**src/hdl/cds_pkg.sv**
```systemverilog
// types and constants of the capacitor discharge sequencer
// no dependencies
package cds_pkg;

    localparam int unsigned MV_W    = 13;
    localparam int unsigned CNT_W   = 10;
    localparam int unsigned ROUND_W = 4;
    localparam int unsigned NPINS   = 3;
    localparam int unsigned CFG_IDX_W = 3;

    // register indexes
    localparam logic [CFG_IDX_W-1:0] REG_EMPTY_LEVEL  = 3'd0;
    localparam logic [CFG_IDX_W-1:0] REG_FIRST_LEVEL  = 3'd1;
    localparam logic [CFG_IDX_W-1:0] REG_LATER_LEVEL  = 3'd2;
    localparam logic [CFG_IDX_W-1:0] REG_MAX_SAMPLES  = 3'd3;
    localparam logic [CFG_IDX_W-1:0] REG_MAX_ROUNDS   = 3'd4;

    // register reset values
    localparam logic [MV_W-1:0]    RST_EMPTY_LEVEL = 13'd4;
    localparam logic [MV_W-1:0]    RST_FIRST_LEVEL = 13'd1000;
    localparam logic [MV_W-1:0]    RST_LATER_LEVEL = 13'd1300;
    localparam logic [CNT_W-1:0]   RST_MAX_SAMPLES = 10'd500;
    localparam logic [ROUND_W-1:0] RST_MAX_ROUNDS  = 4'd10;

    // empty margin used for the end-of-round test
    localparam logic [MV_W:0] EMPTY_MARGIN = 14'd2;

    // command codes
    localparam logic CMD_START  = 1'b0;
    localparam logic CMD_SAMPLE = 1'b1;

    // status codes
    localparam logic [1:0] STATUS_RUNNING   = 2'd0;
    localparam logic [1:0] STATUS_RELEASED  = 2'd1;
    localparam logic [1:0] STATUS_EXHAUSTED = 2'd2;

    typedef enum logic [3:0] {
        PH_IDLE  = 4'b0001,
        PH_FIRST = 4'b0010,
        PH_DISCH = 4'b0100,
        PH_DONE  = 4'b1000
    } phase_t;

    typedef struct packed {
        logic [MV_W-1:0]    empty_level;
        logic [MV_W:0]      empty_level2;
        logic [MV_W-1:0]    first_level;
        logic [MV_W-1:0]    later_level;
        logic [CNT_W-1:0]   max_samples;
        logic [ROUND_W-1:0] max_rounds;
    } cfg_t;

    // per-pin compare results from one lane
    typedef struct packed {
        logic below_empty;
        logic below_empty2;
        logic below_first;
        logic below_later;
    } lane_flags_t;

    typedef struct packed {
        logic [NPINS-1:0] direct_mask;
        logic             resistors_on;
        logic [1:0]       status;
        logic             cell_flag;
        logic [CNT_W-1:0] hold_ms;
    } result_t;

endpackage

```
**src/hdl/cds_pin_lane.sv**
```systemverilog
// one pin lane: compares a pin voltage against all levels
// depends on cds_pkg
module cds_pin_lane (
    input  logic [cds_pkg::MV_W-1:0] mv,
    input  cds_pkg::cfg_t            cfg,
    output cds_pkg::lane_flags_t     flags
);

    // threshold compares, empty+2 kept one bit wider so it cannot wrap
    always_comb
    begin
        flags.below_empty  = mv < cfg.empty_level;
        flags.below_empty2 = {1'b0, mv} < cfg.empty_level2;
        flags.below_first  = mv < cfg.first_level;
        flags.below_later  = mv < cfg.later_level;
    end

endmodule

```
**src/hdl/cds_merge.sv**
```systemverilog
// merge stage: combines lane flags, holds run state and forms the result
// depends on cds_pkg
module cds_merge (
    input  logic                                 clk,
    input  logic                                 rst_n,
    input  logic                                 accept,
    input  logic                                 cmd,
    input  logic                                 cell_known,
    input  cds_pkg::lane_flags_t [cds_pkg::NPINS-1:0] flags,
    input  cds_pkg::cfg_t                        cfg,
    output cds_pkg::result_t                     result
);

    cds_pkg::phase_t                 phase_reg, phase_next;
    logic [cds_pkg::ROUND_W-1:0]     round_reg, round_next;
    logic [cds_pkg::CNT_W-1:0]       sample_reg, sample_next;
    logic [cds_pkg::NPINS-1:0]       mask_reg, mask_next;
    logic                            cell_reg, cell_next;
    logic                            pull_reg, pull_next;

    logic [cds_pkg::NPINS-1:0]       empty_bits, empty2_bits, first_bits, later_bits;
    logic [cds_pkg::CNT_W-1:0]       sample_limit, sample_inc;
    logic [cds_pkg::ROUND_W-1:0]     round_limit, round_inc;
    logic                            round_end;
    logic [1:0]                      status;
    logic [cds_pkg::CNT_W-1:0]       hold;
    logic [cds_pkg::NPINS-1:0]       shown_mask;

    // gather lane flags into masks
    always_comb
    begin
        for (int i = 0; i < cds_pkg::NPINS; i++)
        begin
            empty_bits[i]  = flags[i].below_empty;
            empty2_bits[i] = flags[i].below_empty2;
            first_bits[i]  = flags[i].below_first;
            later_bits[i]  = flags[i].below_later;
        end
    end

    // zero limits behave as one
    assign sample_limit = (cfg.max_samples == '0) ? cds_pkg::CNT_W'(1) : cfg.max_samples;
    assign round_limit  = (cfg.max_rounds == '0) ? cds_pkg::ROUND_W'(1) : cfg.max_rounds;
    assign sample_inc   = sample_reg + cds_pkg::CNT_W'(1);

    // next state and result
    always_comb
    begin
        phase_next  = phase_reg;
        round_next  = round_reg;
        sample_next = sample_reg;
        mask_next   = mask_reg;
        cell_next   = cell_reg;
        pull_next   = pull_reg;
        status      = cds_pkg::STATUS_RUNNING;
        hold        = '0;
        round_end   = 1'b0;
        round_inc   = round_reg + cds_pkg::ROUND_W'(1);

        if (cmd == cds_pkg::CMD_START)
        begin
            cell_next   = cell_known;
            round_next  = '0;
            sample_next = '0;
            mask_next   = '0;
            pull_next   = 1'b1;
            phase_next  = cds_pkg::PH_FIRST;
        end
        else
        begin
            unique case (phase_reg)
                cds_pkg::PH_FIRST:
                begin
                    if (cell_reg || (&empty_bits))
                    begin
                        mask_next  = '0;
                        pull_next  = 1'b0;
                        phase_next = cds_pkg::PH_IDLE;
                        status     = cds_pkg::STATUS_RELEASED;
                    end
                    else
                    begin
                        mask_next   = first_bits;
                        sample_next = '0;
                        phase_next  = cds_pkg::PH_DISCH;
                    end
                end
                cds_pkg::PH_DISCH:
                begin
                    mask_next = mask_reg | later_bits;
                    if (&empty2_bits)
                    begin
                        hold      = sample_reg;
                        round_end = 1'b1;
                    end
                    else
                    begin
                        sample_next = sample_inc;
                        if (sample_inc >= sample_limit)
                        begin
                            // timeout marks a charged cell
                            cell_next = 1'b1;
                            hold      = sample_inc;
                            round_end = 1'b1;
                        end
                    end
                end
                cds_pkg::PH_DONE:
                begin
                    status = cds_pkg::STATUS_EXHAUSTED;
                end
                cds_pkg::PH_IDLE:
                begin
                    status = cds_pkg::STATUS_RELEASED;
                end
                default:
                begin
                    status = cds_pkg::STATUS_RELEASED;
                end
            endcase
        end

        shown_mask = mask_next;

        // round end: either start the next round or stop the run
        if (round_end)
        begin
            round_next  = round_inc;
            sample_next = '0;
            if (round_inc >= round_limit)
            begin
                phase_next = cds_pkg::PH_DONE;
                status     = cds_pkg::STATUS_EXHAUSTED;
            end
            else
            begin
                mask_next  = '0;
                phase_next = cds_pkg::PH_FIRST;
            end
        end

        result.direct_mask  = shown_mask;
        result.resistors_on = pull_next;
        result.status       = status;
        result.cell_flag    = cell_next;
        result.hold_ms      = hold;
    end

    // run state registers
    always_ff @(posedge clk or negedge rst_n)
    begin
        if (!rst_n)
        begin
            phase_reg  <= cds_pkg::PH_IDLE;
            round_reg  <= '0;
            sample_reg <= '0;
            mask_reg   <= '0;
            cell_reg   <= 1'b0;
            pull_reg   <= 1'b0;
        end
        else if (accept)
        begin
            phase_reg  <= phase_next;
            round_reg  <= round_next;
            sample_reg <= sample_next;
            mask_reg   <= mask_next;
            cell_reg   <= cell_next;
            pull_reg   <= pull_next;
        end
    end

endmodule

```
**src/hdl/capacitor_discharge_sequencer.sv**
```systemverilog
// top level of the capacitor discharge sequencer
// depends on cds_pkg, cds_pin_lane, cds_merge
//
// usage:
// - input channel (in_valid/in_ready) takes one request per item: cmd 0
//   starts a run with cell_known, cmd 1 delivers pin1_mv..pin3_mv
// - output channel (out_valid/out_ready) returns exactly one result per
//   request: direct_mask, resistors_on, status, cell_flag, hold_ms
// - out_valid rises in the cycle after acceptance; throughput is one
//   request per cycle while the receiver does not stall, set by the single
//   output register after the three pin lanes and the merge stage
// - when the receiver stalls the result holds in the output register and
//   in_ready drops until it is taken; in_ready is high whenever the output
//   register is empty or being drained in the same cycle
// - configuration writes (cfg_we, cfg_index, cfg_data) take effect at the
//   next clock edge; indexes past the last register are ignored
// - reset clears the run state (idle, status released), the output
//   register valid bit, and loads the default register values
module capacitor_discharge_sequencer (
    input  logic                              clk,
    input  logic                              rst_n,
    input  logic                              cfg_we,
    input  logic [cds_pkg::CFG_IDX_W-1:0]     cfg_index,
    input  logic [cds_pkg::MV_W-1:0]          cfg_data,
    input  logic                              in_valid,
    output logic                              in_ready,
    input  logic                              cmd,
    input  logic                              cell_known,
    input  logic [cds_pkg::MV_W-1:0]          pin1_mv,
    input  logic [cds_pkg::MV_W-1:0]          pin2_mv,
    input  logic [cds_pkg::MV_W-1:0]          pin3_mv,
    output logic                              out_valid,
    input  logic                              out_ready,
    output logic [cds_pkg::NPINS-1:0]         direct_mask,
    output logic                              resistors_on,
    output logic [1:0]                        status,
    output logic                              cell_flag,
    output logic [cds_pkg::CNT_W-1:0]         hold_ms
);

    logic [cds_pkg::MV_W-1:0]    empty_reg, first_reg, later_reg;
    logic [cds_pkg::CNT_W-1:0]   max_samples_reg;
    logic [cds_pkg::ROUND_W-1:0] max_rounds_reg;

    cds_pkg::cfg_t                              cfg;
    logic [cds_pkg::MV_W-1:0]                   pin_mv [cds_pkg::NPINS];
    cds_pkg::lane_flags_t [cds_pkg::NPINS-1:0]  flags;
    cds_pkg::result_t                           result;
    cds_pkg::result_t                           out_reg;
    logic                                       out_valid_reg, out_valid_next;
    logic                                       accept;

    // configuration registers
    always_ff @(posedge clk or negedge rst_n)
    begin
        if (!rst_n)
        begin
            empty_reg       <= cds_pkg::RST_EMPTY_LEVEL;
            first_reg       <= cds_pkg::RST_FIRST_LEVEL;
            later_reg       <= cds_pkg::RST_LATER_LEVEL;
            max_samples_reg <= cds_pkg::RST_MAX_SAMPLES;
            max_rounds_reg  <= cds_pkg::RST_MAX_ROUNDS;
        end
        else if (cfg_we)
        begin
            unique case (cfg_index)
                cds_pkg::REG_EMPTY_LEVEL: empty_reg       <= cfg_data;
                cds_pkg::REG_FIRST_LEVEL: first_reg       <= cfg_data;
                cds_pkg::REG_LATER_LEVEL: later_reg       <= cfg_data;
                cds_pkg::REG_MAX_SAMPLES: max_samples_reg <= cfg_data[cds_pkg::CNT_W-1:0];
                cds_pkg::REG_MAX_ROUNDS:  max_rounds_reg  <= cfg_data[cds_pkg::ROUND_W-1:0];
                default: ;
            endcase
        end
    end

    // thresholds seen by the lanes
    always_comb
    begin
        cfg.empty_level  = empty_reg;
        cfg.empty_level2 = {1'b0, empty_reg} + cds_pkg::EMPTY_MARGIN;
        cfg.first_level  = first_reg;
        cfg.later_level  = later_reg;
        cfg.max_samples  = max_samples_reg;
        cfg.max_rounds   = max_rounds_reg;
    end

    assign pin_mv[0] = pin1_mv;
    assign pin_mv[1] = pin2_mv;
    assign pin_mv[2] = pin3_mv;

    // one compare lane per pin
    for (genvar g = 0; g < cds_pkg::NPINS; g++)
    begin : g_lane
        cds_pin_lane u_lane (
            .mv    (pin_mv[g]),
            .cfg   (cfg),
            .flags (flags[g])
        );
    end

    // handshake
    assign in_ready = !out_valid_reg || out_ready;
    assign accept   = in_valid && in_ready;

    // merge stage with run state
    cds_merge u_merge (
        .clk        (clk),
        .rst_n      (rst_n),
        .accept     (accept),
        .cmd        (cmd),
        .cell_known (cell_known),
        .flags      (flags),
        .cfg        (cfg),
        .result     (result)
    );

    // output register valid
    always_comb
    begin
        out_valid_next = out_valid_reg;
        if (accept)
            out_valid_next = 1'b1;
        else if (out_ready)
            out_valid_next = 1'b0;
    end

    always_ff @(posedge clk or negedge rst_n)
    begin
        if (!rst_n)
            out_valid_reg <= 1'b0;
        else
            out_valid_reg <= out_valid_next;
    end

    // output payload
    always_ff @(posedge clk)
    begin
        if (accept)
            out_reg <= result;
    end

    assign out_valid    = out_valid_reg;
    assign direct_mask  = out_reg.direct_mask;
    assign resistors_on = out_reg.resistors_on;
    assign status       = out_reg.status;
    assign cell_flag    = out_reg.cell_flag;
    assign hold_ms      = out_reg.hold_ms;

endmodule

```
**config.mk**
```make
export PLATFORM = sky130hd
export DESIGN_NAME = capacitor_discharge_sequencer
export DESIGN_NICKNAME = d
export VERILOG_FILES = /design/src/hdl/cds_pkg.sv /design/src/hdl/cds_pin_lane.sv /design/src/hdl/cds_merge.sv /design/src/hdl/capacitor_discharge_sequencer.sv
export SDC_FILE = /design/constraint.sdc
export NUM_CORES = 1
export LEC_CHECK = 0
export BUFFER_PORTS_ARGS = -buffer_cell sky130_fd_sc_hd__buf_2
export CAP_MARGIN = 10
export CORE_ASPECT_RATIO = 1.5
export CORE_UTILIZATION = 55
export CTS_CLUSTER_DIAMETER = 150
export DETAILED_ROUTE_END_ITERATION = 6
export PLACE_DENSITY = 0.8
export SLEW_MARGIN = 20
export SYNTH_ARGS = -nofsm -noshare
export SYNTH_HDL_FRONTEND = slang
export SYNTH_SLANG_ARGS = --single-unit
```
**constraint.sdc**
```tcl
create_clock -name clk -period 6.3 [get_ports clk]
set_clock_uncertainty 0.2 [all_clocks]
set_input_delay 1.575 -clock clk [delete_from_list [all_inputs] [get_ports clk]]
set_output_delay 1.575 -clock clk [all_outputs]
set_load 0.01 [all_outputs]
```
==> metrics.csv, run 1 <==
metric,value,unit
status,"complete, no violations",
die_width,100,um
synthesis.nets,1062,
synth_area_leaders,"ha_1, dfrtp_1, dfstp_2",
ant_nets,0,
cts_inserted_buffers,9,
slew_headroom,32.5,%
r2r_end,u_merge.phase_reg[3]$_DFFE_PN0P_,
ys_types,76,
dp_slack,1.73,ns
clk_latency,0.35,ns
routed.top_layer,met4,
multiInputGateArea,5240,sq um
ir_drop,146,uV
hold_path.startpoint,u_merge.pull_reg$_DFFE_PN0P_,
core_area,14100,sq um
worstPathMaxFanout,11,
ys_warn_count,0,
wl_per_cell,19.1,um
grtUsageTotal,29.9,%
hold_depth,1,
dieArea,15000,sq um
dr_wl_met2,10.8,mm
crit_buf_inv,0,
viasPerCell,6.15,
post_cts_resize_count,0,
rsz0062_at_grt,no,
drt-pass1-iter-count,5,
fin_nets,1134,
synthAdderAreaFrac,24.4,%
cts_root_buffer,clkbuf_16,
hold_buffers,0,
port_buffers,80,
finalCritPeriodShare,70.6,%
min_path_type,reg -> reg,
drt-initial-drc-count,374,
met1_length,8.29,mm
critPathMostFrequentCell,ha_1,
netlist_instances,847,
grt_overflow,0,
maxSlewViolCount,0,
syn_avg_cell_area,9.43,sq um
grt_pass1_vias,6700,
synth_top_family_by_area,adder cells,
r2r_slack,1.85,ns
drc,0,
post_cts_buffers,0,
critPathRequiredTime,6.33,ns
ios,81,
antenna_cells,0,
synth_mux_area_share,2.80,%
worst_slack,1.85,ns
hpwl,16.7,mm
synth_compound_area_share,20.6,%
critPathLaunchType,flop,
criticalPathCategory,reg -> reg,
tightest_slew,1.01,ns
synth_seq_cells,94,
clock_sinks,94,
netlist_area,7990,sq um
clk_pin_slew,0.07,ns
cts_buffer_depth,2,
fmax,0.225,GHz
cts_max_level,3,
seq_area,2460,sq um
async_flop_share,81.9,%
ys_seq_area_share,30.8,%
drive_gt1_share,17.1,%
cts_tree,yes,
synth_edf_count,17,
syn_to_final_growth,11.6,%
leakagePower,0.00432,uW
mostFrequentLayoutCells,"ha_1, buf_2, nand2_1",
min_period,4.45,ns
yosys.area_share.simple,14.6,%
gp_congestion,0.976,
hold_violations,0,
grt_max_degree,43,
initial_core_util,56.6,%
totalWireLength,21.3,mm
crit_arrival,4.48,ns
rows,53,
synthXorXnorAreaFrac,2.76,%
fp.dieH,150,um
yosys.area.top_type_share,24.0,%
worst_r2r_path_depth,12,
nFillCells,1188,
synth-main-ff-cell,dfrtp_1,
setup_tns,0,ns
setup_viol,0,
critical_path.cell_chain,ha_1 -> nand3_1 -> nor2_1 -> nor2b_1 -> or2_2 -> ha_1 -> a21o_1 -> a2111oi_0 -> a21oi_1 -> a22oi_1 -> a31o_2 -> mux2_2,
num_vias,6860,
grt_first_pass_wirelength,34.2,mm
final_common_cell,ha_1,
slowest_delay,0.52,ns
p_per_area,267,nW/um^2
antenna_found_initial,0,
critPathTopFamily,compound AO/OA/AOI/OAI gates,
min_to,u_merge.pull_reg$_DFFE_PN0P_,
maxCapViolations,0,
rr_startpoint,u_merge.sample_reg[0]$_DFFE_PN0P_,
endpoint_kind,flop,
cp_slowest_cell,a2111oi_0,
dr_wl_met3,1.30,mm
yosysTopAreaCell,ha_1,
[cell type report]
class,count,area share [%]
Inverter,60,2.52
Multi-Input combinational cell,670,58.7
Timing Repair Buffer,84,4.85
Clock inverter,7,1.07
Clock buffer,9,2.52
Tap cell,192,2.69
Sequential cell,94,27.6
[kinds of logic (layout without fill, tap and decap cells)]
| family | count (synthesis) | in the layout |
|---|---|---|
| flip-flops | 94 | 94 |
| AND/OR/NAND/NOR | 227 | 227 |
| adder cells (fa/ha/maj) | 156 | 156 |
| buffers and inverters | 83 | 160 |
| XOR/XNOR | 22 | 22 |
| AO/OA/AOI/OAI | 245 | 245 |
| multiplexers | 20 | 20 |
[layer usage]
metal  global-route usage (%)  vias to the layer above
met3                     4.53                       54
met4                     15.1                        0
met2                     51.5                      247
met1                     36.1                     3234
met5                        0                        -
li1                         -                     3325
[worst reg2reg max path: stages (launching register included)]
cell and delay, ns:
dfrtp_1 0.48, ha_1 0.31, nand3_1 0.18, nor2_1 0.24
nor2b_1 0.08, or2_2 0.31, ha_1 0.31, a21o_1 0.17
a2111oi_0 0.52, a21oi_1 0.41, a22oi_1 0.51, a31o_2 0.28
mux2_2 0.34
[synthesized netlist by cell type (4+ instances only)]
cell type / n
a22o_1: 7
xnor2_1: 10
nor2_1: 37
nor3_1: 8
a21oi_1: 49
nand4_1: 19
dfrtp_1: 57
dfstp_2: 20
a31oi_1: 4
nand2b_1: 12
inv_1: 60
and2_1: 6
o2111ai_1: 7
a21o_1: 42
o21a_1: 6
mux2_2: 19
a2111oi_0: 5
o21ai_0: 62
nand2_1: 68
edfxtp_1: 17
o31ai_1: 6
clkbuf_1: 18
xor2_1: 10
nor2b_1: 9
and3_1: 8
o211a_1: 4
nand3_1: 32
ha_1: 153
a211oi_1: 12
[per-stage QoR]
stage	total power (uW)	std cells	hold slack (ns)	utilization, %	area (sq um)
after floorplan	1480	847	0.281	-	7990
after global placement	1740	1100	0.290	60.9	8600
after detailed placement	1770	1100	0.296	60.9	8600
after CTS	2380	1116	0.312	63.2	8920
after global routing	2550	1116	0.342	63.2	8920
final	2390	1116	0.308	63.2	8920
[power breakdown]
group	total, uW	leakage (uW)	switching [uW]	internal (uW)
Combinational	962	0.00306	564	399
Sequential	822	0.00110	79.7	743
Clock	601	0.000156	251	350
Total	2390	0.00432	894	1490
[worst max path at each step]
| stage | start | endpoint | cells after the start |
|---|---|---|---|
| floorplan | pin1_mv[6] | u_merge.mask_reg[0]$_DFFE_PN0P_ | 11 |
| global placement | pin3_mv[1] | u_merge.phase_reg[3]$_DFFE_PN0P_ | 10 |
| detailed placement | pin3_mv[1] | u_merge.phase_reg[3]$_DFFE_PN0P_ | 10 |
| CTS | u_merge.sample_reg[0]$_DFFE_PN0P_ | u_merge.phase_reg[3]$_DFFE_PN0P_ | 12 |
| global route | u_merge.sample_reg[0]$_DFFE_PN0P_ | u_merge.phase_reg[3]$_DFFE_PN0P_ | 12 |
| finish | u_merge.sample_reg[0]$_DFFE_PN0P_ | u_merge.phase_reg[3]$_DFFE_PN0P_ | 12 |
(Power assumes the default switching activity.)
==> run 2: changes to the inputs <==
--- a/config.mk
+++ b/config.mk
@@ -11,7 +11,7 @@
 export CORE_UTILIZATION = 55
 export CTS_CLUSTER_DIAMETER = 150
 export DETAILED_ROUTE_END_ITERATION = 6
-export PLACE_DENSITY = 0.8
+export PLACE_DENSITY = 0.83
 export SLEW_MARGIN = 20
 export SYNTH_ARGS = -nofsm -noshare
 export SYNTH_HDL_FRONTEND = slang
==> constraint.sdc (replaced) <==
create_clock -name clk -period 3.89 [get_ports clk]
set_clock_uncertainty 0.2 [all_clocks]
set_input_delay 0.9725 -clock clk [delete_from_list [all_inputs] [get_ports clk]]
set_output_delay 0.9725 -clock clk [all_outputs]
set_load 0.01 [all_outputs]
==> run 2 against run 1 <==
Compared with the run above:
- total power is 63% higher
- non-clock buffer count rose by 34
- first-iteration DRC count rose by 25%
- sequential share of layout area shrank 0.85 points
- via count rose by 5.1%
- hold slack better by 0.0010 ns
- register-to-register slack lost 1.8 ns
- clock power increased by 45%
- fmax is 17% higher
- design area grew 3.2%
- combinational power increased by 77%
- cell count is 3.1% higher
==> metrics.csv, run 2 (synthesized netlist as in run 1, its figures left out) <==
metric,value,unit
syn_to_final_growth,15.2,%
grtUsageTotal,30.7,%
wl_per_cell,19.2,um
grt_pass1_vias,7249,
worst_slack,0.104,ns
critPathLaunchType,flop,
ios,81,
drc,0,
drt-initial-drc-count,467,
setup_viol,0,
drt-pass1-iter-count,7,
crit_arrival,3.83,ns
maxSlewViolCount,0,
grt_first_pass_wirelength,35.5,mm
slew_headroom,41.6,%
hold_depth,1,
totalWireLength,22.1,mm
rr_startpoint,u_merge.sample_reg[0]$_DFFE_PN0P_,
clk_pin_slew,0.07,ns
startpoint,u_merge.sample_reg[0]$_DFFE_PN0P_,
clk_latency,0.36,ns
hold_buffers,0,
finalCritPeriodShare,97.3,%
ant_nets,0,
mostFrequentLayoutCells,"ha_1, buf_2, nand2_1",
grt_max_degree,36,
ir_drop,203,uV
clock_sinks,94,
rows,53,
antenna_cells,0,
antenna_found_initial,0,
min_period,3.79,ns
power_switching,1510,uW
initial_core_util,56.6,%
drive_gt1_share,21.3,%
cellInternalPower,2380,uW
leakagePower,0.00447,uW
final_common_cell,ha_1,
p_per_area,422,nW/um^2
fp.dieH,150,um
gp_congestion,0.963,
cts_buffer_depth,2,
cts_tree,yes,
hold_path.startpoint,u_merge.pull_reg$_DFFE_PN0P_,
endpoint_kind,flop,
worst_r2r_path_depth,12,
tightest_slew,0.875,ns
die_width,100,um
worstPathMaxFanout,5,
grt_overflow,0,
dieArea,15000,sq um
dp_slack,-0.00189,ns
p_clk_share,22.3,%
fin_nets,1169,
seqPwrFrac,34.0,%
critPathRequiredTime,3.94,ns
cts_root_buffer,clkbuf_16,
maxCapViolations,0,
cts_inserted_buffers,9,
switching_share,38.9,%
hold_violations,0,
slowest_delay,0.58,ns
cp_slowest_cell,a2111oi_1,
cts_max_level,3,
fin_hold_ws,0.309,ns
port_buffers,80,
critPathMostFrequentCell,ha_1,
core_area,14100,sq um
fmax,0.264,GHz
setup_tns,0,ns
hpwl,17.3,mm
nFillCells,1156,
viasPerCell,6.26,
num_vias,7211,
criticalPathCategory,reg -> reg,
critical_path.cell_chain,ha_1 -> nand3_1 -> nor2_1 -> nor2b_1 -> or2_2 -> ha_1 -> a21o_1 -> a2111oi_1 -> a21oi_2 -> a22oi_2 -> a31o_2 -> mux2_2,
status,"complete, no violations",
min_path_type,reg -> reg,
comb_power_share,43.7,%
-- run 2: cell types whose count changed in the layout (fill, tap and decap cells not counted), sizes merged --
cell      previous run  this run
a21oi               50        51
buf                 84       118
bufinv               2         0
clkinvlp             1         2
inv                 62        63
-- run 2: per-stage QoR --
| step | util (%) | instances | power, uW | cell area, sq um |
|---|---|---|---|---|
| 2_1_floorplan | - | 847 | 2400 | 7990 |
| 3_3_place_gp | 62.7 | 1133 | 2890 | 8860 |
| 3_5_place_dp | 62.7 | 1133 | 2960 | 8860 |
| 4_1_cts | 64.7 | 1149 | 3850 | 9140 |
| 5_1_grt | 65.2 | 1151 | 4170 | 9210 |
| 6_report | 65.2 | 1151 | 3890 | 9210 |
-- run 2: worst max-delay path, delay by kind of cell, from the launching register on --
kind,cells,cell delay (ns)
AO/OA/AOI/OAI,5,1.50
adder cells (fa/ha/maj),2,0.51
AND/OR/NAND/NOR,4,0.75
flip-flops,1,0.35
multiplexers,1,0.34
-- run 2: path summary, 6_finish.rpt --
kind | to | slack [ns]
min in group asynchronous | first_reg[11]$_DFFE_PN0P_ | 0.35
setup reg to reg | u_merge.phase_reg[1]$_DFFE_PN0P_ | 0.10
setup / recovery | u_merge.phase_reg[1]$_DFFE_PN0P_ | 0.10
hold reg to reg | u_merge.pull_reg$_DFFE_PN0P_ | 0.31
hold / removal | u_merge.pull_reg$_DFFE_PN0P_ | 0.31
max in group asynchronous | max_samples_reg[2]$_DFFE_PN1P_ | 2.37
-- run 2: power groups by stage --
stage	logic [uW]	registers [uW]	clock network [uW]
6_report	1700	1320	869
5_1_grt	1910	1350	913
3_5_place_dp	1630	1330	0
2_1_floorplan	1090	1310	0
3_3_place_gp	1570	1330	0
4_1_cts	1650	1320	875
-- run 2: layout make-up --
| class | count | area [sq um] | share of cell area, % |
|---|---|---|---|
| Tap cell | 192 | 240 | 2.61 |
| Inverter | 60 | 225 | 2.45 |
| Timing Repair Buffer | 118 | 701 | 7.61 |
| Clock buffer | 9 | 225 | 2.45 |
| Clock inverter | 7 | 55.1 | 0.598 |
| Multi-Input combinational cell | 671 | 5300 | 57.5 |
| Sequential cell | 94 | 2460 | 26.7 |
-- run 2: per-layer routing --
layer / up-vias / wire length (um) / GRT usage (%)
met5: - / 0 / 0
met1: 3469 / 8330 / 33.4
met4: 0 / 1300 / 19.0
li1: 3381 / - / -
met3: 85 / 1230 / 4.48
met2: 276 / 11200 / 55.3
-- run 2: timing repair --
| item | in CTS | in global routing |
|---|---|---|
| setup endpoints to repair | 0 | 28 |
| resized for setup | 0 | 15 |
| setup buffers | 0 | 1 |
==> run 3: changes to the inputs <==
--- a/config.mk
+++ b/config.mk
@@ -12,6 +12,7 @@
 export CTS_CLUSTER_DIAMETER = 150
 export DETAILED_ROUTE_END_ITERATION = 6
 export PLACE_DENSITY = 0.83
+export SETUP_SLACK_MARGIN = 0.2
 export SLEW_MARGIN = 20
 export SYNTH_ARGS = -nofsm -noshare
 export SYNTH_HDL_FRONTEND = slang
==> run 3 against run 2 <==
Compared with the run above:
- flip-flop and latch count did not move
- sequential power barely moved
- critical path depth rose by 1
- largest power group unchanged
==> metrics.csv, run 3 (synthesized netlist as in run 1, its figures left out) <==
metric,value,unit
hold_depth,1,
fin_nets,1167,
drt-initial-drc-count,518,
fmax,0.275,GHz
fp.dieH,150,um
worst_slack,0.251,ns
hpwl,17.8,mm
dp_slack,-0.0139,ns
r2r_end,u_merge.mask_reg[2]$_DFFE_PN0P_,
grt_first_pass_wirelength,35.8,mm
criticalPathCategory,reg -> reg,
viasPerCell,6.28,
syn_to_final_growth,16.8,%
cts_tree,yes,
leakagePower,0.00452,uW
slew_headroom,38.1,%
cts_buffer_depth,2,
hold_violations,0,
grtUsageTotal,31.1,%
cts_root_buffer,clkbuf_16,
setup_viol,0,
drc,0,
min_period,3.64,ns
critPathRequiredTime,3.93,ns
gp_congestion,0.974,
initial_core_util,56.6,%
p_per_area,422,nW/um^2
cts_inserted_buffers,9,
rows,53,
grt_max_degree,32,
clock_sinks,94,
finalCritPeriodShare,93.5,%
critical_path.cell_chain,nand4_1 -> nor2_2 -> xnor2_2 -> ha_1 -> a21oi_1 -> and3_1 -> o21ai_1 -> o2111a_1 -> o311a_1 -> nor2_4 -> a21oi_4 -> or3_4 -> a31o_1,
crit_arrival,3.67,ns
worst_r2r_path_depth,13,
min_path_type,reg -> reg,
ant_nets,0,
core_area,14100,sq um
min_to,u_merge.pull_reg$_DFFE_PN0P_,
ios,81,
slowest_delay,0.57,ns
wl_per_cell,19.8,um
maxSlewViolCount,0,
endpoint_kind,flop,
nFillCells,1167,
port_buffers,80,
worstPathMaxFanout,4,
tightest_slew,0.927,ns
dieArea,15000,sq um
cp_slowest_cell,dfstp_2,
status,"complete, no violations",
antenna_cells,0,
clk_pin_slew,0.08,ns
r2r_slack,0.25,ns
drive_gt1_share,23.4,%
maxCapViolations,0,
cts_max_level,3,
critPathLaunchType,flop,
die_width,100,um
ir_drop,324,uV
setup_tns,0,ns
rsz0062_at_grt,yes,
totalWireLength,22.7,mm
multiInputGateArea,5430,sq um
num_vias,7217,
seq_area,2460,sq um
antenna_found_initial,0,
hold_buffers,0,
drt-pass1-iter-count,5,
final_common_cell,ha_1,
mostFrequentLayoutCells,"ha_1, buf_2, nand2_1",
clk_latency,0.35,ns
grt_pass1_vias,7045,
grt_overflow,0,
rr_startpoint,empty_reg[2]$_DFFE_PN1P_,
hold_path.startpoint,u_merge.pull_reg$_DFFE_PN0P_,
run 3: changes by cell type in the layout (fill, tap and decap cells not counted), sizes merged:
| cell | delta |
|---|---|
| buf | -1 |
| inv | +1 |
| clkinvlp | -1 |
| a21oi | -1 |
run 3: stage by stage:
step	util, %	power, uW	area [sq um]	cells	hold WS (ns)
4_1_cts	64.8	3850	9160	1146	0.316
6_report	66.1	3940	9330	1149	0.312
3_5_place_dp	62.5	2950	8830	1129	0.300
2_1_floorplan	-	2410	8000	847	0.281
3_3_place_gp	62.5	2890	8830	1129	0.289
5_1_grt	66.1	4190	9330	1149	0.326
run 3: worst max path at each step:
stage                                                   end  depth (start not counted)                         startpoint
after global routing      u_merge.sample_reg[7]$_DFFE_PN0P_                         14           empty_reg[2]$_DFFE_PN1P_
final                       u_merge.mask_reg[2]$_DFFE_PN0P_                         13           empty_reg[2]$_DFFE_PN1P_
after global placement             hold_ms[7]$_SDFFCE_PN0P_                         10                         pin3_mv[1]
after floorplan            u_merge.phase_reg[1]$_DFFE_PN0P_                         13  u_merge.sample_reg[0]$_DFFE_PN0P_
after detailed placement           hold_ms[7]$_SDFFCE_PN0P_                         10                         pin3_mv[1]
after CTS                   u_merge.mask_reg[2]$_DFFE_PN0P_                         14           empty_reg[2]$_DFFE_PN1P_
run 3: cell type report:
class                      count  area share [%]
tap                          192            2.57
clock buffer                   9            2.41
sequential                    94            26.4
clock inverter                 7           0.710
timing repair buffer         117            7.33
inverter                      60            2.41
multi-input combinational    670            58.2
run 3: power breakdown:
part           total, uW  switching [uW]  internal (uW)
logic               1730             979            750
registers           1330             123           1200
clock network        883             433            450
total               3940            1530           2400
run 3: per-layer routing:
metal	wire length [um]	global-route usage, %	vias to the layer above
met4	1820	22.0	0
met5	0	0	-
met3	985	3.46	101
met2	11300	54.8	302
met1	8630	34.5	3428
li1	-	-	3386
run 3: critical path, delay by kind of cell, from the launching register on:
kind	cells	cell delay (ns)
AOI/OAI and AO/OA	6	1.17
xor gates and xnor gates	1	0.18
adders and majority gates	1	0.32
DFF	1	0.57
and+or+nand+nor	5	1.07
run 3: timing repair:
item                                    in CTS  in global routing
buffers inserted                             1                  3
pin swaps                                    3                 16
resized for setup                            7                 37
endpoints found under the setup margin      28                 33
